==> src/rtl/lcwc_pkg.sv <==
// Shared types and constants for the load cell weight conditioner.
// Used by the cell modules and by the top level; depends on nothing.
package lcwc_pkg;

	// Configuration register indexes.
	localparam int CFG_IW = 3;
	localparam logic [CFG_IW-1:0] REG_ZERO_OFFSET = 3'd0;
	localparam logic [CFG_IW-1:0] REG_COUNT_GAIN = 3'd1;
	localparam logic [CFG_IW-1:0] REG_ZERO_BAND = 3'd2;
	localparam logic [CFG_IW-1:0] REG_SPIKE_LIMIT = 3'd3;
	localparam logic [CFG_IW-1:0] REG_OUTLIER_LIMIT = 3'd4;
	localparam logic [CFG_IW-1:0] REG_FAULT_LIMIT = 3'd5;
	localparam logic [CFG_IW-1:0] REG_STABLE_LIMIT = 3'd6;

	localparam int CFG_DW = 48;
	localparam int WEIGHT_W = 32;
	localparam int VAR_W = 48;
	localparam int ACC_W = 64;

	// Control of the median cells.
	typedef struct packed {
		logic shift;
		logic load;
		logic step;
	} med_ctl_t;

	// Control of the averaging cells.
	typedef struct packed {
		logic shift;
		logic rotate;
	} avg_ctl_t;

endpackage

==> src/rtl/lcwc_med_cell.sv <==
// One cell of the median window: a stored weight, a circulating probe and a rank count.
// Depends on lcwc_pkg.
module lcwc_med_cell import lcwc_pkg::*; #(
	parameter int CELL_IDX = 0,
	parameter int IW = 3,
	parameter int RW = 3
) (
	input  logic                       clk,
	input  med_ctl_t                   ctl,
	input  logic [RW-1:0]              fill,
	input  logic signed [WEIGHT_W-1:0] chain_val,
	input  logic signed [WEIGHT_W-1:0] nb_probe_val,
	input  logic [IW-1:0]              nb_probe_idx,
	output logic signed [WEIGHT_W-1:0] val,
	output logic signed [WEIGHT_W-1:0] probe_val,
	output logic [IW-1:0]              probe_idx,
	output logic [RW-1:0]              rank
);

	localparam logic [IW-1:0] MY_IDX = IW'(CELL_IDX);

	logic signed [WEIGHT_W-1:0] val_q;
	logic signed [WEIGHT_W-1:0] probe_val_q;
	logic [IW-1:0]              probe_idx_q;
	logic [RW-1:0]              rank_q;
	logic                       below;

	// The probe counts when it is a filled entry that sorts ahead of this one.
	assign below = (RW'(probe_idx_q) < fill) &&
		((probe_val_q < val_q) || ((probe_val_q == val_q) && (probe_idx_q < MY_IDX)));

	// Stored weight moves one cell down the window on each new sample.
	always_ff @(posedge clk) begin
		if (ctl.shift) begin
			val_q <= chain_val;
		end
	end

	// Probe load, then one probe per cycle from the neighbor.
	always_ff @(posedge clk) begin
		if (ctl.load) begin
			probe_val_q <= val_q;
			probe_idx_q <= MY_IDX;
			rank_q <= '0;
		end else if (ctl.step) begin
			probe_val_q <= nb_probe_val;
			probe_idx_q <= nb_probe_idx;
			if (below) begin
				rank_q <= rank_q + RW'(1);
			end
		end
	end

	assign val = val_q;
	assign probe_val = probe_val_q;
	assign probe_idx = probe_idx_q;
	assign rank = rank_q;

endmodule

==> config.mk <==
export PLATFORM = sky130hd
export DESIGN_NAME = lcwc_med_cell
export DESIGN_NICKNAME = d
export VERILOG_FILES = /design/src/rtl/lcwc_pkg.sv /design/src/rtl/lcwc_med_cell.sv
export SDC_FILE = /design/constraint.sdc
export NUM_CORES = 1
export LEC_CHECK = 0
export BUFFER_PORTS_ARGS = -buffer_cell sky130_fd_sc_hd__buf_4
export CORE_UTILIZATION = 40
export DETAILED_ROUTE_END_ITERATION = 16
export PLACE_DENSITY = 0.78
export RECOVER_POWER = 25
export SLEW_MARGIN = 25
export SYNTH_ARGS = -nofsm -noshare
export SYNTH_HDL_FRONTEND = slang
export SYNTH_SLANG_ARGS = --single-unit
==> constraint.sdc <==
create_clock -name clk -period 4.7 [get_ports clk]
set_input_delay 0.705 -clock clk [delete_from_list [all_inputs] [get_ports clk]]
set_output_delay 0.705 -clock clk [all_outputs]
set_load 0.005 [all_outputs]
* Word-level counts from Yosys, hierarchy flattened
Cells that the tools add are included.
Widths: inputs -> output; s select.
** Storage, ports and cells
- Bits in writable memories :: 0
- Word-level logic and storage cells :: 16
- Bits of input ports :: 74
- Memories :: 0
- Memory bits (read-only) :: 0
- Flip-flop bits (word level) :: 70
- Latch bits :: 0
- Output and inout bits :: 70
** Cells by class
- $mul :: 0
- Mux-type cells :: 2
- Equality and inequality tests :: 1
- Div/mod/pow operators :: 0
- Add/subtract/negate cells :: 1
- Reduce and logical (&&, ||, !) cells :: 5
- $lt $le $gt $ge :: 3
- Shift operators :: 0
- Bitwise operators :: 0
** Operator list (count)
- $mux 32 :: 2
- $eq 32x32->1 :: 1
- $lt 32x32->1 :: 1
- $add 3x1->3 const B :: 1
- $lt 3x1->1 const B :: 1
- $lt 3x3->1 :: 1
- $logic_and 1x1->1 :: 2
- $reduce_and 2->1 :: 1
- $reduce_bool 2->1 :: 1
- $logic_or 1x1->1 :: 1

* Longest topological paths before layout
Gate-level depths: netlist of the first run.
- Depth in word-level cells :: 5
- Gate-level depth with buffers :: 9
- Mapped depth without buffers :: 9

* Least setup slack after synthesis of the first run
No wires, ideal clock.
- Kind :: reg-to-reg
- Start :: reg val_q[6] (netlist: val[6])
- End :: reg rank_q[0] (netlist: rank[0])
- Period minus slack after synthesis :: 2.469 ns
- Cell stages (with the launch flop) :: 10
- Buffers on the path :: 0
- Setup time :: 0.123 ns
- Path slack :: 2.231 ns
- Required time :: 4.577 ns
- Data arrival time :: 2.346 ns
- Cell sequence :: edfxtp_1 inv_1 ha_1 a21o_1 a211oi_1 o21ai_1 a2111o_1 a21oi_2 mux2i_1 mux2_1
** Between the ends
- Longest elaborated chain between the ends :: 5
- Elaborated cells on any way between the ends :: 6
- Classes of those cells :: order compare: 1; eq/ne: 1; reduce/logical: 4
** RTL lines
- start, declared :: RTL line lcwc_med_cell.sv:22 : logic signed [WEIGHT_W-1:0] val_q;
- start signal, assigned :: RTL line lcwc_med_cell.sv:35 : val_q <= chain_val;
- parallel branches: the longest is 2 deep, another holds $lt 32x32->1
- $logic_or 1x1->1 * :: RTL line lcwc_med_cell.sv:30 : ((probe_val_q < val_q) || ((probe_val_q == val_q) && (probe_idx_q < MY_IDX)));
- $logic_and 1x1->1 * :: RTL line lcwc_med_cell.sv:29 : assign below = (RW'(probe_idx_q) < fill) &&
- $reduce_and 2->1 (no line) *
- end signal, assigned :: RTL line lcwc_med_cell.sv:49 : rank_q <= rank_q + RW'(1);
- end, declared :: RTL line lcwc_med_cell.sv:25 : logic [RW-1:0] rank_q;
Every way passes the cells marked *.
A chain may end at the register's enable or synchronous reset.

* Worst setup path in the final report of the first run
- Start :: in ctl[1] (netlist bit)
- End :: reg probe_val_q[17] (netlist: probe_val[17]), enable pin
** Between the ends
- Longest elaborated chain between the ends :: 1
** RTL lines
- start, declared :: RTL line lcwc_med_cell.sv:9 : input med_ctl_t ctl,
- $reduce_bool 2->1 (no line)
- end signal, assigned :: RTL line lcwc_med_cell.sv:42 : probe_val_q <= val_q;
- end signal, assigned :: RTL line lcwc_med_cell.sv:46 : probe_val_q <= nb_probe_val;
- end, declared :: RTL line lcwc_med_cell.sv:23 : logic signed [WEIGHT_W-1:0] probe_val_q;
No other way between the ends.

==> results.toml, run 1 <==
[clock_network]
clkSinkCount = 70
cts_buffers = 9
clockBufferDepth = 2
post-cts-setup-buffers = 0
cts_resized = 0
cts_hold_buffers = 0
clk_pin_slew_ns = 0.06
cts_max_level = 3
cts_tree = "yes"
worstSkewPairLatency_ns = 0.34
cts_root_buf = "clkbuf_8"

[critical_path]
crit_path_start = "ctl[1]"
cp.depth = 2
critPathCaptureType = "flop"
timing.rr.start = "val[6]"
critical_path_class = "input pin to flop"
worstReg2RegEnd = "rank[0]"
slowest_stage = "clkbuf_1"
rr_worst_depth = 9
cp-endpoint = "probe_val[17]"
cp-start-kind = "input pin"
path_cells = "clkbuf_1, or2_2"
worst_path_dominant_cell_family = "buffers and inverters"
path_buf_inv = 1
slowest_delay_ns = 1.65
crit_arrival_ns = 3.30
reg2reg_slack_ns = 2.05
required_ns = 4.66
cp_max_fo = 42

[run_status]
outcome = "complete, but fails checks"
violations = "capacitance limit, slew limit"

[power_and_ir_drop]
ir_drop_v = 0.000179
power_density_mw_per_mm2 = 313
p_leak_nw = 2.20

[global_route]
grt-ovfl-total = 0
grt_pass1_vias = 2402
grt_usage_pct = 16.9
grt_pass1_wl_um = 11100
grt_max_degree = 43
antenna_found_initial = 0

[detailed_routing]
first_pass_iters = 4
routed_wl_um = 7360
vias = 2424
ant_nets = 0
drc = 0
drtIter0Drc = 69
avgRoutedWirePerCell_um = 14.5
viasPerCell = 4.78

[floorplan]
rows = 33
core_mm2 = 0.00830
die_w_um = 94.9
dieArea_mm2 = 0.00901
start_util_pct = 41.6
ios = 144
die_y_um = 94.9

[final_layout]
nFillCells = 675
area.growth.synth_to_final_pct = 38.8
antennaDiodeCount = 0
multiInputGateArea_mm2 = 0.00126
final_cell_mix = "buf_4 (109), edfxtp_1 (64), inv_1 (34), ha_1 (34)"
layout-drive-gt1-share_pct = 46.8
final_common_cell = "buf_4"
fin_nets = 505
area.sequential_mm2 = 0.00204
fin_area_mm2 = 0.00479

[placed_design]
place_congestion = 0.673
portBuffers = 143
postPlaceCellArea_mm2 = 0.00464
hpwl_um = 5410

[synth]
synthCells = 248
yosysSeqAreaShare_pct = 59.1
yosysWarnings = 0
synth.avg_cell_area_um2 = 13.9
syn_area_mm2 = 0.00345
ys_ff_latch = 70
synth.distinct_cells = 34
yosys-top-cells-area = "edfxtp_1 (56%), ha_1 (12%), mux2_2 (10%)"
synth_area_leader_cell = "edfxtp_1"
syn_nets = 356
synth_top_area_share_pct = 55.7

[job]
max-cap-violations = 2

[sta]
fmax_mhz = 300
hold_violations = 0
fin_setup_tns_ns = 0
fin_crit_ns = 3.33
worstMarginPinSlew_ns = 2.35
rsz0062_at_grt = "no"
fin_skew_ns = 0.0112
post-route-period-util_pct = 70.9
finalSetupViolations = 0
slew-limit-headroom_pct = -56.8
drv_slew = 76

[min_path]
hold_class = "flop to flop"
metrics by stage:
step / setup slack (ns) / utilization, % / power, mW / cells / hold slack [ns]
final: 1.37 / 57.8 / 1.50 / 507 / 0.498
after global routing: 1.12 / 57.8 / 1.59 / 507 / 0.533
after CTS: 2.04 / 57.8 / 1.52 / 507 / 0.503
after detailed placement: 2.05 / 55.9 / 1.11 / 491 / 0.494
after global placement: 2.18 / 55.9 / 1.10 / 491 / 0.488
after floorplan: 2.23 / - / 0.932 / 248 / 0.482
worst min path at each step:
stage	slack, ns	startpoint	cells after the start	to
detailed placement	0.49	rank[1]	2	rank[1]
finish	0.50	rank[1]	2	rank[1]
global route	0.53	rank[1]	2	rank[1]
floorplan	0.48	rank[1]	2	rank[1]
CTS	0.50	rank[1]	2	rank[1]
global placement	0.49	rank[1]	2	rank[1]
power breakdown:
part	internal (mW)	switching, mW
combinational	0.180	0.123
sequential	0.746	0.0367
clock	0.202	0.212
state kept, by name, summed over array words and instances (netlist names):
| name | count |
|---|---|
| val | 32 |
| probe_idx | 3 |
| rank | 3 |
| probe_val | 32 |
final cells by class:
| type | count | share of cell area, % |
|---|---|---|
| Clock buffer | 13 | 3.11 |
| Timing Repair Buffer | 143 | 22.2 |
| Clock inverter | 3 | 0.261 |
| Tap cell | 105 | 2.74 |
| Sequential cell | 70 | 42.6 |
| Inverter | 34 | 2.66 |
| Multi-Input combinational cell | 139 | 26.4 |
layer usage:
metal  track usage, %  wire length (um)  up-vias
met5                0                 0        -
met4             7.95               155        0
met3             5.31               598       14
met2             28.7              3580      102
met1             19.3              3020     1108
li1                 -                 -     1200
synth_stat cells:
master and instances:
a2111o_1 1, a2111oi_4 1, a211oi_1 1, a21boi_1 2
a21o_1 2, a21oi_1 11, a21oi_2 1, a221oi_1 1
and3b_1 1, and4_1 2, buf_1 1, clkbuf_1 4
dfxtp_1 6, edfxtp_1 64, ha_1 34, inv_1 34
mux2_1 2, mux2_2 32, mux2i_1 6, nand2_1 8
nand2b_1 3, nand2b_4 1, nand3_1 4, nand3b_1 1
nand4_1 2, nor2_1 8, nor2b_1 3, nor3_1 1
o211ai_1 1, o21a_1 2, o21ai_0 4, o21ai_1 2
or2_2 1, or3_1 1
logic make-up (layout without fill, tap and decap cells):
family                   after synthesis  count (layout)  share of synthesized area, %
buffers and inverters                 39             193                          4.24
AND/OR/NAND/NOR                       36              36                          5.65
flip-flops                            70              70                          59.1
multiplexers                          40              40                          12.8
adder cells (fa/ha/maj)               34              34                          12.3
AO/OA/AOI/OAI                         29              29                          5.83
(Power assumes the default switching activity.)
==> inputs of run 2 (changes only) <==
PLACE_DENSITY = 0.8   (was 0.78)
clock period = 2.75 ns   (was 4.7 ns; I/O delays follow)
==> results.toml, run 2 (same netlist as run 1, synthesis figures left out) <==
[clock_network]
cts_tree = "yes"
cts_hold_buffers = 0
cts_max_level = 3
worstSkewPairLatency_ns = 0.33
cts_buffers = 9
clk_pin_slew_ns = 0.08
clockBufferDepth = 2
clkSinkCount = 70
cts_root_buf = "clkbuf_8"

[min_path]
hold_class = "input pin to flop"

[critical_path]
critPathCaptureType = "flop"
critical_path_class = "flop to flop"
reg2reg_slack_ns = 0.12
required_ns = 2.97
cp_max_fo = 3
crit_arrival_ns = 2.85
cp-start-kind = "flop"

[sta]
hold_violations = 0
worstMarginPinSlew_ns = 1.92
layout_setup_ws_ns = 0.122
drv_slew = 33
fmax_mhz = 381
rsz0062_at_grt = "yes"
fin_skew_ns = 0.0113
fin_crit_ns = 2.63
finalSetupViolations = 0
hold_slack_ns = 0.270
slew-limit-headroom_pct = -27.9
fin_setup_tns_ns = 0
post-route-period-util_pct = 95.6

[final_layout]
final_cell_mix = "buf_4 (112), edfxtp_1 (64), inv_1 (34), ha_1 (34)"
instances_no_fill = 509
final_core_util_pct = 58.3
area.growth.synth_to_final_pct = 40.0
layout-drive-gt1-share_pct = 48.0
antennaDiodeCount = 0
final_common_cell = "buf_4"
fin_nets = 507

[detailed_routing]
ant_nets = 0
routed_wl_um = 7430
avgRoutedWirePerCell_um = 14.6
vias = 2465
first_pass_iters = 4
drc = 0
drtIter0Drc = 52
viasPerCell = 4.84

[power_and_ir_drop]
seq_power_share_pct = 50.8
power.switching_mw = 0.646
power.internal_mw = 1.99
p_leak_nw = 2.22
combPwrFrac_pct = 20.0
p_sw_share_pct = 24.5
clockPowerShare_pct = 29.2
ir_drop_v = 0.000267
power_density_mw_per_mm2 = 545

[global_route]
grt_pass1_vias = 2501
grt-ovfl-total = 0
grt_usage_pct = 16.6
grt_pass1_wl_um = 11300
antenna_found_initial = 0
grt_max_degree = 42

[placed_design]
place_congestion = 0.770
portBuffers = 143
place_ws_ns = 0.124
placed_cells = 492
hpwl_um = 5500

[floorplan]
core_mm2 = 0.00830
start_util_pct = 41.6
die_y_um = 94.9
dieArea_mm2 = 0.00901
die_w_um = 94.9
ios = 144
rows = 33

[job]
max-cap-violations = 1

[run_status]
outcome = "complete, but fails checks"
violations = "capacitance limit, slew limit"
[run 2: cell types whose count changed in the layout (fill, tap and decap cells not counted), sizes merged]
cell,delta
clkbuf,+1
buf,+3
clkinv,-2
[run 2: worst paths after layout]
check	startpoint	to	cells after the start
worst max-delay path	val[6]	rank[2]	9
worst min-delay path	chain_val[9]	val[9]	1
worst max register to register	val[6]	rank[2]	9
worst min register to register	rank[1]	rank[1]	2
[run 2: what timing repair did]
action	in CTS	in global routing
endpoints found under the setup margin	0	1
buffers inserted	0	1
resized for setup	0	1
[run 2: worst max-delay path: stages, from the launching register on]
cell	delay [ns]
edfxtp_1	0.41
inv_1	0.08
ha_1	0.23
a21o_1	0.18
a211oi_1	0.22
o21ai_1	0.09
a2111o_1	0.45
a21oi_2	0.22
mux2i_1	0.29
mux2_1	0.34
[run 2: metal layers]
metal	up-vias	GRT usage [%]	share of wire (%)
li1	1205	-	-
met1	1159	18.4	40
met2	91	29.7	51
met3	10	5.23	7.6
met4	0	5.81	1.0
met5	-	0	0
[run 2: cell type report]
class                      count  area (um2)
inverter                      34         128
sequential                    70        2040
clock inverter                 1        5.00
tap                          105         131
fill                         694        3460
clock buffer                  15         176
multi-input combinational    139        1270
timing repair buffer         145        1080
[run 2: power by group through the flow]
stage	Combinational, mW	Sequential, mW	Clock [mW]
6_report	0.527	1.34	0.770
5_1_grt	0.588	1.35	0.840
3_5_place_dp	0.530	1.36	0
3_3_place_gp	0.517	1.36	0
2_1_floorplan	0.234	1.36	0
4_1_cts	0.533	1.34	0.788
[run 2: metrics by stage]
stage          power (mW)  cell area [um2]
2_1_floorplan        1.59             3450
5_1_grt              2.78             4840
4_1_cts              2.66             4830
3_5_place_dp         1.89             4650
6_report             2.64             4840
3_3_place_gp         1.87             4650
