## src/rtl/lcwc_div.sv

```systemverilog
// Restoring unsigned divider, one quotient bit per cycle.
// Shared by the mean and the variance; depends on nothing.
module lcwc_div #(
	parameter int DW = 64,
	parameter int NW = 7
) (
	input  logic          clk,
	input  logic          arst_n,
	input  logic          start,
	input  logic [DW-1:0] dividend,
	input  logic [NW-1:0] divisor,
	output logic          done,
	output logic [DW-1:0] quotient
);

	localparam int CW = $clog2(DW + 1);

	logic [NW-1:0] rem_q;
	logic [DW-1:0] dvd_q;
	logic [CW-1:0] cnt_q;
	logic          run_q;
	logic          done_q;
	logic [NW:0]   trial;
	logic          fits;

	assign trial = {rem_q, dvd_q[DW-1]};
	assign fits = trial >= {1'b0, divisor};

	// Sequencing of the bit steps.
	always_ff @(posedge clk or negedge arst_n) begin
		if (!arst_n) begin
			run_q <= 1'b0;
			done_q <= 1'b0;
			cnt_q <= '0;
		end else begin
			done_q <= 1'b0;
			if (start) begin
				run_q <= 1'b1;
				cnt_q <= '0;
			end else if (run_q) begin
				cnt_q <= cnt_q + CW'(1);
				if (cnt_q == CW'(DW - 1)) begin
					run_q <= 1'b0;
					done_q <= 1'b1;
				end
			end
		end
	end

	// Remainder and quotient shift register.
	always_ff @(posedge clk) begin
		if (start) begin
			rem_q <= '0;
			dvd_q <= dividend;
		end else if (run_q) begin
			rem_q <= fits ? NW'(trial - {1'b0, divisor}) : trial[NW-1:0];
			dvd_q <= {dvd_q[DW-2:0], fits};
		end
	end

	assign done = done_q;
	assign quotient = dvd_q;

endmodule

```

## config.mk

```make
export PLATFORM = sky130hd
export DESIGN_NAME = lcwc_div
export DESIGN_NICKNAME = d
export VERILOG_FILES = /design/src/rtl/lcwc_div.sv
export SDC_FILE = /design/constraint.sdc
export NUM_CORES = 1
export LEC_CHECK = 0
export ABC_CLOCK_PERIOD_IN_PS = 4700
export BUFFER_PORTS_ARGS = -buffer_cell sky130_fd_sc_hd__buf_2
export CAP_MARGIN = 20
export CELL_PAD_IN_SITES_DETAIL_PLACEMENT = 1
export CELL_PAD_IN_SITES_GLOBAL_PLACEMENT = 2
export CORE_MARGIN = 5
export CORE_UTILIZATION = 35
export DETAILED_ROUTE_END_ITERATION = 6
export GPL_TIMING_DRIVEN = 0
export PLACE_DENSITY = 0.84
export SETUP_SLACK_MARGIN = 0.4
export SLEW_MARGIN = 10
export SYNTH_ARGS = -nofsm -noshare
export SYNTH_HDL_FRONTEND = slang
export SYNTH_SLANG_ARGS = --single-unit
```

## constraint.sdc

```tcl
create_clock -name clk -period 4.7 [get_ports clk]
set_input_delay 1.175 -clock clk [delete_from_list [all_inputs] [get_ports clk]]
set_output_delay 1.175 -clock clk [all_outputs]
set_load 0.02 [all_outputs]
```

-- Yosys cells after proc, flatten, opt, wreduce, memory -nomap -nowiden
Index checks and enable logic that the tools add are counted.
- logic and storage cells: 21
- register bits: 80
- output and inout port bits: 65
- reduce and logical (&&, ||, !) cells: 1
- equality and inequality tests: 1
- $add $sub $neg: 2
- magnitude comparators: 1
- muxes and demuxes: 11
- operators with widths (operator ; number):
    64-bit two-way mux ; 2
    7-bit two-way mux ; 3
    8-bit by 7-bit >= comparator with 1-bit output ; 1
    7-bit by 1-bit adder with 7-bit output (second input constant) ; 1
    7-bit by 6-bit == test with 1-bit output (second input constant) ; 1
    7-bit subtractor ; 1
    1-bit two-way mux ; 6
    2-bit nonzero test ; 1

-- Depth between registers and ports, before layout
Gate-level depths: netlist of the first run.
- word-level depth: 4
- gate-level depth with buffers: 9
- depth with buffers taken out: 7

-- Least setup slack after synthesis of the first run
No wires, ideal clock.
- path kind: in2reg
- start point: input start
- end point: register dvd_q[0] (netlist: quotient[0]) (enable)
- buffers on the path: 3
- arrival: 2725 ps
- stages: 4
- path slack: 1580 ps
- cell sequence: clkbuf_1 buf_2 buf_1 or2_2
- word-level cells in the longest chain between the ends: 1
- ends and longest elaborated chain (item ; RTL line ; text):
    from (decl) ; 9 ; input logic start,
    2-bit nonzero test (no line) ; -- ;
    to (signal assigned) ; 54 ; dvd_q <= dividend;
    to (signal assigned) ; 57 ; dvd_q <= {dvd_q[DW-2:0], fits};
    to (decl) ; 19 ; logic [DW-1:0] dvd_q;
No other way between the ends.
A chain may end at the register's enable or synchronous reset.

-- Worst setup path in the final report of the first run
- start point: input divisor[0]
- end point: register rem_q[2]
- word-level cells in the longest chain between the ends: 2
- ends and longest elaborated chain (item ; RTL line ; text):
    from (decl) ; 11 ; input logic [NW-1:0] divisor,
    7-bit subtractor / 8-bit by 7-bit >= comparator with 1-bit output (equally long branches) ; 56, 27 ;
    7-bit two-way mux (*) ; 56 ; rem_q <= fits ? NW'(trial - {1'b0, divisor}) : trial[NW-1:0];
    to (signal assigned) ; 56 ;
    to (decl) ; 18 ; logic [NW-1:0] rem_q;
Every way passes the cells marked *; elsewhere a longest branch is shown, timed or not.

==> results.json, run 1 <==
{
  "status": "finished clean",
  "post_route_clock_skew_ns": 0.00586,
  "antenna_found_initial": 0,
  "final_design_area_no_fill_um2": 5000,
  "post_route_fraction_of_the_period_consumed_by_the_critical_path": 0.604,
  "max_buffers_root_to_sink": 2,
  "cp-startpoint": "divisor[0]",
  "gp_congestion": 0.716,
  "overall_power_mw": 2.02,
  "synth_async_sr_flop_share": 0.113,
  "critical-path-top-cell-by-count": "sky130_fd_sc_hd__buf_6",
  "final-instance-count-excl-fill": 571,
  "crit_chain": "buf_2 -> ha_1 -> fa_1 -> nand2b_2 -> a211o_1 -> buf_6 -> and3_1 -> buf_6 -> a311oi_2",
  "crit_path_max_fanout": 9,
  "worstSetupEndpointType": "register",
  "cp_slowest_stage_delay_ns": 0.40,
  "synth-main-ff-cell": "sky130_fd_sc_hd__edfxtp_1",
  "post_cts_resize_count": 0,
  "clkSlewWorstSetupHoldPaths_ns": 0.09,
  "min_path_type": "register to register",
  "cap_viol_max_count": 0,
  "drcViolationCount": 0,
  "wl_per_cell_um": 18.2,
  "fillers": 1193,
  "post_synth_num_cell_types": 50,
  "cts_tree": "done",
  "dpl.cell_count": 555,
  "final-hold-violation-count": 0,
  "grt_pass1_vias": 3144,
  "core.rowCount": 38,
  "path_class": "input port to register",
  "crit_path_top_delay_cell": "sky130_fd_sc_hd__fa_1",
  "io_pins": 139,
  "post-route-util": 0.460,
  "setup_viol_count_final": 0,
  "drtPass1Iterations": 4,
  "holdWs_ns": 0.554,
  "dieHeight_um": 116,
  "worstMarginPinSlew_ns": 0.701,
  "peakVddDrop_mv": 0.196,
  "antenna-diode-count": 0,
  "maxSlewViolCount": 0,
  "route.vias.total": 2854,
  "portion_of_the_post_synthesis_area_used_by_sequential_elements": 0.586,
  "lkg_pwr_nw": 2.14,
  "worst_ep_arrival_ns": 3.10,
  "yosys_warnings": 0,
  "ys_seq_elements": 80,
  "detail_route.wirelength_mm": 10.4,
  "drt.antenna.violating_nets": 0,
  "synth_edf_count": 64,
  "achievable-frequency_mhz": 352,
  "standard_cell_area_after_detailed_placement_um2": 4800,
  "synth_fp_nets": 360,
  "h_tree_levels": 3,
  "final.setup.tns_ns": 0,
  "pin_count_of_the_biggest_net_entering_global_routing": 62,
  "placeable_core_area_um2": 10900,
  "synth.avg_cell_area_um2": 14.1,
  "die_width_um": 116,
  "min-delay-start": "rem_q[1]",
  "drive_gt1_frac": 0.534,
  "relSlewSlack": 0.533,
  "worst-endpoint-required_ns": 4.96,
  "cts_num_sinks": 80,
  "gr-total-overflow": 0,
  "routed_via_density": 5.00,
  "cts-buffers-inserted": 9,
  "cts_hold_repair.buffers": 0,
  "grt.total_usage": 0.159,
  "period_minus_slack_ns": 2.84,
  "post_synth_instance_area_um2": 3900,
  "rsz0062_at_grt": "no",
  "postCtsSetupRepairBufs": 0,
  "numPortBuffers": 137,
  "finalNetCount": 509,
  "synth_cells": 277,
  "layout_setup_ws_ns": 1.86,
  "floorplan.die_area_um2": 13400,
  "start_kind": "input port",
  "worst_flop_to_flop_path_startpoint": "quotient[63]",
  "dp_hpwl_mm": 7.89,
  "power_density_nw_per_um2": 403,
  "cts-root-buf": "sky130_fd_sc_hd__clkbuf_8",
  "drt-initial-drc-count": 72,
  "area.growth.synth_to_final_pct": 28.1,
  "grt_first_pass_wirelength_mm": 16.1,
  "detailedPlace.worstSlack_ns": 1.49,
  "initial_core_util": 0.359,
  "worstSkewPairLatency_ns": 0.35
}
## layout by cell type, fill, tap and decap left out, types with 4 or more instances in the layout
cell,count
sky130_fd_sc_hd__nand2_1,8
sky130_fd_sc_hd__clkbuf_1,5
sky130_fd_sc_hd__mux2_2,63
sky130_fd_sc_hd__a41oi_1,4
sky130_fd_sc_hd__dfxtp_1,7
sky130_fd_sc_hd__dfrtp_1,9
sky130_fd_sc_hd__nor2_1,15
sky130_fd_sc_hd__clkbuf_8,9
sky130_fd_sc_hd__nand4_1,5
sky130_fd_sc_hd__nand2b_1,4
sky130_fd_sc_hd__inv_1,11
sky130_fd_sc_hd__o21ai_0,4
sky130_fd_sc_hd__buf_2,141
sky130_fd_sc_hd__buf_1,6
sky130_fd_sc_hd__edfxtp_1,64
sky130_fd_sc_hd__ha_1,8
sky130_fd_sc_hd__nor3b_1,4
## cells in the mapped netlist, types with 3 or more instances
cell type / number / area, µm²
sky130_fd_sc_hd__xor2_1: 3 / 26.3
sky130_fd_sc_hd__a21oi_1: 3 / 15.0
sky130_fd_sc_hd__inv_1: 11 / 41.3
sky130_fd_sc_hd__clkbuf_1: 4 / 15.0
sky130_fd_sc_hd__dfrtp_1: 9 / 225
sky130_fd_sc_hd__dfxtp_1: 7 / 140
sky130_fd_sc_hd__nor3b_1: 4 / 30.0
sky130_fd_sc_hd__a21o_1: 3 / 22.5
sky130_fd_sc_hd__a41oi_1: 4 / 35.0
sky130_fd_sc_hd__o21ai_0: 4 / 20.0
sky130_fd_sc_hd__nor2_1: 15 / 56.3
sky130_fd_sc_hd__nand4_1: 5 / 31.3
sky130_fd_sc_hd__nand2_1: 8 / 30.0
sky130_fd_sc_hd__xnor2_1: 3 / 26.3
sky130_fd_sc_hd__buf_2: 4 / 20.0
sky130_fd_sc_hd__mux2_2: 63 / 709
sky130_fd_sc_hd__edfxtp_1: 64 / 1920
sky130_fd_sc_hd__ha_1: 8 / 100
sky130_fd_sc_hd__buf_1: 6 / 22.5
sky130_fd_sc_hd__nand2b_1: 4 / 25.0
sky130_fd_sc_hd__o21ai_1: 3 / 15.0
## worst paths after layout
| kind | endpoint | slack (ns) | depth (start not counted) |
|---|---|---|---|
| min in group asynchronous | cnt_q[4] | 0.66 | 1 |
| max in group asynchronous | cnt_q[1] | 3.86 | 1 |
| hold / removal | rem_q[2] | 0.55 | 2 |
| setup reg to reg | rem_q[2] | 2.34 | 9 |
| hold reg to reg | rem_q[2] | 0.55 | 2 |
| setup / recovery | rem_q[2] | 1.86 | 9 |
## final cells by class
type                            count  area, µm²  share of cell area
Multi-Input combinational cell    170       1500               0.300
Clock inverter                      4       30.0             0.00600
Clock buffer                       12        178              0.0355
Sequential cell                    80       2290               0.457
Buffer                             16       80.1              0.0160
Tap cell                          140        175              0.0350
Timing Repair Buffer              138        713               0.143
Inverter                           11       41.3             0.00825
## sequential cells by signal (all words and copies together) (netlist names)
| name | flops |
|---|---|
| done | 1 |
| rem_q | 7 |
| run_q | 1 |
| cnt_q | 7 |
| quotient | 64 |
## layer usage
| metal | up-vias | global-route usage | part of all wire |
|---|---|---|---|
| li1 | 1341 | - | - |
| met1 | 1406 | 0.183 | 0.39 |
| met2 | 94 | 0.265 | 0.50 |
| met3 | 13 | 0.0715 | 0.093 |
| met4 | 0 | 0.0518 | 0.014 |
| met5 | - | 0 | 0 |
## report_power, final
| group | switching [mW] | internal, mW | leakage (nW) |
|---|---|---|---|
| clock | 0.270 | 0.260 | 0.104 |
| sequential | 0.0585 | 0.864 | 0.855 |
| combinational | 0.310 | 0.256 | 1.18 |
| total | 0.638 | 1.38 | 2.14 |
## worst max-delay path, delay by kind of cell
family,cells,cell delay [ns]
buffers and inverters,3,0.37
adder cells (fa/ha/maj),2,0.62
AND/OR/NAND/NOR,2,0.40
AO/OA/AOI/OAI,2,0.52
## logic make-up (layout without fill, tap and decap cells)
kind of cell / after synthesis / after routing / share of synthesized area
adders and majority gates: 9 / 9 / 0.0308
xor gates and xnor gates: 6 / 6 / 0.0135
muxes: 65 / 65 / 0.187
DFF: 80 / 80 / 0.586
and+or+nand+nor: 53 / 53 / 0.0747
buffers and inverters: 27 / 181 / 0.0311
AOI/OAI and AO/OA: 37 / 37 / 0.0775
Power figures use the tool's default switching activity.
==> run 2, diff against run 1 <==
Settings changed: ABC_AREA set to 1, ABC_CLOCK_PERIOD_IN_PS 4700 to 2600, CORE_UTILIZATION 35 to 26, PLACE_DENSITY 0.84 to 0.76.
Clock period 4.7 ns to 2.6 ns, I/O delays scaled along.
==> run 2 against run 1 <==
Net effect: area after synthesis down 1.5%; combinational power up 91%; highest routed layer unchanged; die area up 30%; largest cell class unchanged; first-iteration DRC count up 83%; critical path type is now register to register; critical endpoint is now quotient[63]; sequential power up 80%; clock skew down 0.0028 ns; non-clock buffer count down 1; cell count up 35%.
==> results.json, run 2 <==
{
  "worstSkewPairLatency_ns": 0.34,
  "synth_cells": 430,
  "worstMarginPinSlew_ns": 0.739,
  "synth.avg_cell_area_um2": 8.94,
  "portion_of_the_post_synthesis_area_used_by_sequential_elements": 0.595,
  "antenna_found_initial": 0,
  "cts-buffers-inserted": 9,
  "initial_core_util": 0.265,
  "drtPass1Iterations": 4,
  "synth_most_common_cell": "sky130_fd_sc_hd__nand2_1",
  "route.vias.total": 3348,
  "relSlewSlack": 0.505,
  "start_kind": "register",
  "peakVddDrop_mv": 0.351,
  "dpl.cell_count": 753,
  "worst-r2r-setup-slack_ns": 0.64,
  "worst_ep_arrival_ns": 1.82,
  "synth_top_cells_by_area": "sky130_fd_sc_hd__edfxtp_1, sky130_fd_sc_hd__nand2_1, sky130_fd_sc_hd__dfrtp_1",
  "die_width_um": 132,
  "postCtsSetupRepairBufs": 0,
  "maxSlewViolCount": 0,
  "setup_viol_count_final": 0,
  "cts-root-buf": "sky130_fd_sc_hd__clkbuf_16",
  "h_tree_levels": 3,
  "ys_seq_elements": 80,
  "yosys_warnings": 0,
  "ys_top_cells_by_count": "sky130_fd_sc_hd__nand2_1, sky130_fd_sc_hd__edfxtp_1, sky130_fd_sc_hd__inv_1",
  "routed_via_density": 4.35,
  "cap_viol_max_count": 0,
  "rsz0062_at_grt": "no",
  "numPortBuffers": 138,
  "synth_fp_nets": 513,
  "cts_num_sinks": 80,
  "final_design_area_no_fill_um2": 5060,
  "power_density_nw_per_um2": 762,
  "synth_top_area_share": 0.500,
  "detail_route.wirelength_mm": 11.2,
  "path_class": "register to register",
  "io_pins": 139,
  "min_path_type": "input port to asynchronous set/reset pin",
  "core.rowCount": 44,
  "final-hold-violation-count": 0,
  "post_synth_num_cell_types": 29,
  "crit_path_top_delay_cell": "sky130_fd_sc_hd__clkinvlp_2",
  "dieHeight_um": 132,
  "post_cts_resize_count": 0,
  "number_of_flip_flops_under_the_largest_register_name": 64,
  "wl_per_cell_um": 14.5,
  "drt.antenna.violating_nets": 0,
  "gr-usage-met2": 0.205,
  "lkg_pwr_nw": 2.63,
  "final.setup.tns_ns": 0,
  "crit_chain": "nor2_4 -> clkinvlp_2",
  "drt-initial-drc-count": 132,
  "drive_gt1_frac": 0.295,
  "standard_cell_area_after_detailed_placement_um2": 4800,
  "antenna-diode-count": 0,
  "grt.total_usage": 0.130,
  "synth-main-ff-cell": "sky130_fd_sc_hd__edfxtp_1",
  "clkSlewWorstSetupHoldPaths_ns": 0.06,
  "gp_congestion": 0.743,
  "synth_edf_count": 64,
  "grt_first_pass_wirelength_mm": 18.3,
  "floorplan.die_area_um2": 17300,
  "achievable-frequency_mhz": 510,
  "met3_usage": 0.0719,
  "cts_hold_repair.buffers": 0,
  "post_route_fraction_of_the_period_consumed_by_the_critical_path": 0.754,
  "cts_tree": "done",
  "layout.cells.most_common_list": "sky130_fd_sc_hd__nand2_1, sky130_fd_sc_hd__buf_2, sky130_fd_sc_hd__edfxtp_1",
  "overall_power_mw": 3.86,
  "fillers": 1793,
  "area.growth.synth_to_final_pct": 31.6,
  "status": "finished clean",
  "crit_path_max_fanout": 15,
  "cp_slowest_stage_delay_ns": 0.70,
  "mostFrequentLayoutCell": "sky130_fd_sc_hd__nand2_1",
  "drcViolationCount": 0,
  "worstSetupEndpointType": "register",
  "post_synth_instance_area_um2": 3840,
  "synth_async_sr_flop_share": 0.113,
  "worst-endpoint-required_ns": 2.46,
  "grt_pass1_vias": 3637,
  "final-instance-count-excl-fill": 770,
  "gr-total-overflow": 0,
  "grt_most_used_layer": "met2",
  "pin_count_of_the_biggest_net_entering_global_routing": 36,
  "most_area_hungry_cell_type_in_the_yosys_netlist": "sky130_fd_sc_hd__edfxtp_1",
  "placeable_core_area_um2": 14500,
  "met1_usage": 0.155,
  "max_buffers_root_to_sink": 2,
  "finalNetCount": 664,
  "dp_hpwl_mm": 8.61,
  "period_minus_slack_ns": 1.96,
  "post_route_clock_skew_ns": 0.00302
}
==> run 2: cell count changes in the layout (fill, tap and decap cells not counted), sizes merged, moves of 5 or more <==
cell,before,now
inv,13,26
nand3,1,17
nand2,8,241
nand2b,5,0
mux2,63,0
==> run 2: worst max-delay path: cells and delay by family (launching register included) <==
kind / cells / cell delay [ns]
buf+inv: 1 / 0.70
simple gates: 1 / 0.31
flops: 1 / 0.46
==> run 2: worst paths after layout <==
path,start,endpoint,cells after the start
max,run_q,quotient[63],2
min,arst_n,done,1
max reg2reg,run_q,quotient[63],2
min reg2reg,cnt_q[6],done,1
max in group asynchronous,arst_n,cnt_q[2],1
min in group clk,cnt_q[6],done,1
==> run 2: stage by stage <==
step,hold slack [ns],setup slack [ns],util
2_1_floorplan,0.354,0.427,-
3_3_place_gp,0.453,-0.413,0.329
3_5_place_dp,0.471,0.130,0.330
4_1_cts,0.154,0.443,0.348
5_1_grt,0.153,0.455,0.348
6_report,0.160,0.640,0.348
==> run 2: where the power goes <==
part | switching, mW | total (mW) | internal, mW | leakage (nW)
Sequential | 0.102 | 1.66 | 1.55 | 0.879
Combinational | 0.675 | 1.08 | 0.406 | 1.62
Clock | 0.481 | 1.12 | 0.636 | 0.130
Total | 1.26 | 3.86 | 2.60 | 2.63
==> run 2: cell families (layout without fill, tap and decap cells) <==
logic type,after synthesis,count (layout),synth area share
AO/OA/AOI/OAI,15,15,0.0247
XOR/XNOR,2,2,0.00456
adder cells (fa/ha/maj),9,9,0.0312
buffers and inverters,41,197,0.0423
flip-flops,80,80,0.595
AND/OR/NAND/NOR,283,283,0.302
==> run 2: metal layers <==
| layer | share of wire | vias up |
|---|---|---|
| met2 | 0.46 | 102 |
| met5 | 0 | - |
| li1 | - | 1685 |
| met1 | 0.44 | 1549 |
| met3 | 0.099 | 12 |
| met4 | 0.0098 | 0 |
==> run 2: final cells by class <==
cell class / count / area [µm²] / share of cell area
flip-flops and latches: 80 / 2290 / 0.452
repair inverters: 1 / 5.00 / 0.000989
clock buffers: 11 / 233 / 0.0460
clock inverters: 5 / 23.8 / 0.00470
plain buffers: 14 / 61.3 / 0.0121
multi-input cells: 309 / 1400 / 0.277
inverters: 27 / 105 / 0.0208
well taps: 184 / 230 / 0.0455
repair buffers: 139 / 711 / 0.140
==> run 3, diff against run 2 <==
Settings changed: ABC_CLOCK_PERIOD_IN_PS 2600 to 1750.
Clock period 2.6 ns to 1.75 ns, I/O delays scaled along.
==> run 3 against run 2 <==
Net effect: sequential power is 50% higher; global-route usage is 2.0 points higher; die area unchanged; register-to-register slack worse by 0.57 ns; worst hold slack improved by 0.21 ns; via count is 8.9% higher; critical path type unchanged; largest cell class unchanged; largest power group unchanged; highest routed layer is now met5.
==> results.json, run 3 (synthesis gave the netlist of run 2 again) <==
{
  "status": "finished clean",
  "power.internal_mw": 4.38,
  "h_tree_levels": 3,
  "antenna_found_initial": 1,
  "cts-buffers-inserted": 9,
  "cap_viol_max_count": 0,
  "drt.antenna.violating_nets": 0,
  "worst_flop_to_flop_path_startpoint": "quotient[63]",
  "peakVddDrop_mv": 0.368,
  "number_of_flip_flops_under_the_largest_register_name": 64,
  "drt-initial-drc-count": 139,
  "grt_first_pass_wirelength_mm": 20.8,
  "gr-total-overflow": 0,
  "p_clk_frac": 0.285,
  "final-hold-violation-count": 0,
  "drcViolationCount": 0,
  "worstSkewPairLatency_ns": 0.34,
  "start_kind": "register",
  "worst_r2r_path_depth": 11,
  "min_path_type": "input port to register",
  "path_class": "register to register",
  "wl_per_cell_um": 15.7,
  "post_route_fraction_of_the_period_consumed_by_the_critical_path": 0.958,
  "overall_power_mw": 6.45,
  "cts_tree": "done",
  "area.growth.synth_to_final_pct": 63.0,
  "fillers": 1723,
  "worst-r2r-setup-slack_ns": 0.07,
  "route.vias.total": 3646,
  "crit_path_max_fanout": 7,
  "mostFrequentLayoutCell": "sky130_fd_sc_hd__nand2_1",
  "io_pins": 139,
  "worstMarginPinSlew_ns": 0.509,
  "achievable-frequency_mhz": 597,
  "dp_hpwl_mm": 9.04,
  "drtPass1Iterations": 4,
  "pin_count_of_the_biggest_net_entering_global_routing": 14,
  "power.sequential.fraction": 0.386,
  "grt.total_usage": 0.150,
  "layout.cells.most_common_list": "sky130_fd_sc_hd__nand2_1, sky130_fd_sc_hd__buf_2, sky130_fd_sc_hd__edfxtp_1",
  "grt_pass1_vias": 3956,
  "antenna-diode-count": 0,
  "die_width_um": 132,
  "detail_route.wirelength_mm": 13.1,
  "r2r-end": "rem_q[5]",
  "rsz0062_at_grt": "yes",
  "max_buffers_root_to_sink": 2,
  "initial_core_util": 0.265,
  "worst_ep_arrival_ns": 1.90,
  "cp-startpoint": "quotient[63]",
  "gp_congestion": 0.789,
  "finalNetCount": 732,
  "dieHeight_um": 132,
  "lkg_pwr_nw": 3.19,
  "post_route_clock_skew_ns": 0.00800,
  "routed_via_density": 4.35,
  "cts-root-buf": "sky130_fd_sc_hd__clkbuf_16",
  "drive_gt1_frac": 0.396,
  "dpl.cell_count": 754,
  "power_density_nw_per_um2": 1030,
  "cts_num_sinks": 80,
  "min-delay-start": "dividend[53]",
  "floorplan.die_area_um2": 17300,
  "numPortBuffers": 138,
  "final-instance-count-excl-fill": 838,
  "clkSlewWorstSetupHoldPaths_ns": 0.06,
  "switching_power_mw": 2.07,
  "period_minus_slack_ns": 1.68,
  "placeable_core_area_um2": 14500,
  "worstSetupEndpointType": "register",
  "endpoint": "rem_q[5]",
  "post-route-util": 0.431,
  "holdWs_ns": 0.371,
  "swShare": 0.321,
  "pwr-share-comb": 0.329,
  "setup_viol_count_final": 0,
  "core.rowCount": 44,
  "maxSlewViolCount": 0,
  "worst-endpoint-required_ns": 1.98,
  "relSlewSlack": 0.661
}
[run 3: cell count changes in the layout (fill, tap and decap cells not counted), sizes merged]
cell and change:
buf +67, clkinv -1, dlygate4sd3 +1, bufinv +1
[run 3: worst min path at each step]
stage	slack [ns]	depth (start not counted)	to
after floorplan	0.14	0	cnt_q[0]
after global placement	0.30	1	done
after detailed placement	0.31	1	done
after CTS	0.35	3	quotient[53]
after global routing	0.36	3	quotient[53]
final	0.37	3	quotient[53]
[run 3: layout make-up]
class / instances / area, µm² / area share
Inverter: 27 / 105 / 0.0168
Clock inverter: 5 / 47.5 / 0.00758
Clock buffer: 11 / 233 / 0.0371
Tap cell: 184 / 230 / 0.0367
Multi-Input combinational cell: 309 / 1480 / 0.236
Buffer: 14 / 61.3 / 0.00978
Timing Repair Buffer: 207 / 1820 / 0.290
Timing Repair inverter: 1 / 7.51 / 0.00120
Sequential cell: 80 / 2290 / 0.365
[run 3: per-layer routing]
metal | global-route usage | up-vias | routed length [µm]
li1 | - | 1821 | -
met1 | 0.171 | 1723 | 5380
met2 | 0.254 | 88 | 6440
met3 | 0.0657 | 12 | 1140
met4 | 0.0451 | 2 | 153
met5 | 0 | - | 13
[run 3: power by group through the flow]
stage	registers, mW	logic, mW	clock network, mW
3_3_place_gp	2.50	1.61	0
6_report	2.49	2.12	1.84
2_1_floorplan	2.64	0.972	0
5_1_grt	2.52	2.38	1.97
3_5_place_dp	2.50	1.65	0
4_1_cts	2.48	1.93	1.89
[run 3: repair_timing]
action	in CTS	in global routing
hold buffers	1	0
setup endpoints to repair	128	123
gates cloned	7	0
buffers inserted	36	24
pin swaps	6	9
resized for setup	119	30
hold endpoints to repair	9	0
[run 3: per-stage QoR]
stage	setup slack, ns	setup TNS, ns	instance area [µm²]
finish	0.0740	0	6270
global route	-0.0417	-0.122	6270
CTS	0.00201	0	5990
detailed placement	-0.680	-31.95	4850
global placement	-1.14	-74.85	4790
floorplan	-0.228	-14.70	3870
[run 3: worst max-delay path, cell delays in order (launching register included)]
cell                       delay [ns]
sky130_fd_sc_hd__edfxtp_1        0.36
sky130_fd_sc_hd__inv_2           0.06
sky130_fd_sc_hd__ha_4            0.16
sky130_fd_sc_hd__fa_2            0.35
sky130_fd_sc_hd__inv_2           0.07
sky130_fd_sc_hd__nand2_2         0.05
sky130_fd_sc_hd__nand2_2         0.08
sky130_fd_sc_hd__nand3_2         0.10
sky130_fd_sc_hd__nand3_4         0.13
sky130_fd_sc_hd__nand3_2         0.09
sky130_fd_sc_hd__nand3_2         0.07
sky130_fd_sc_hd__nand2_1         0.05
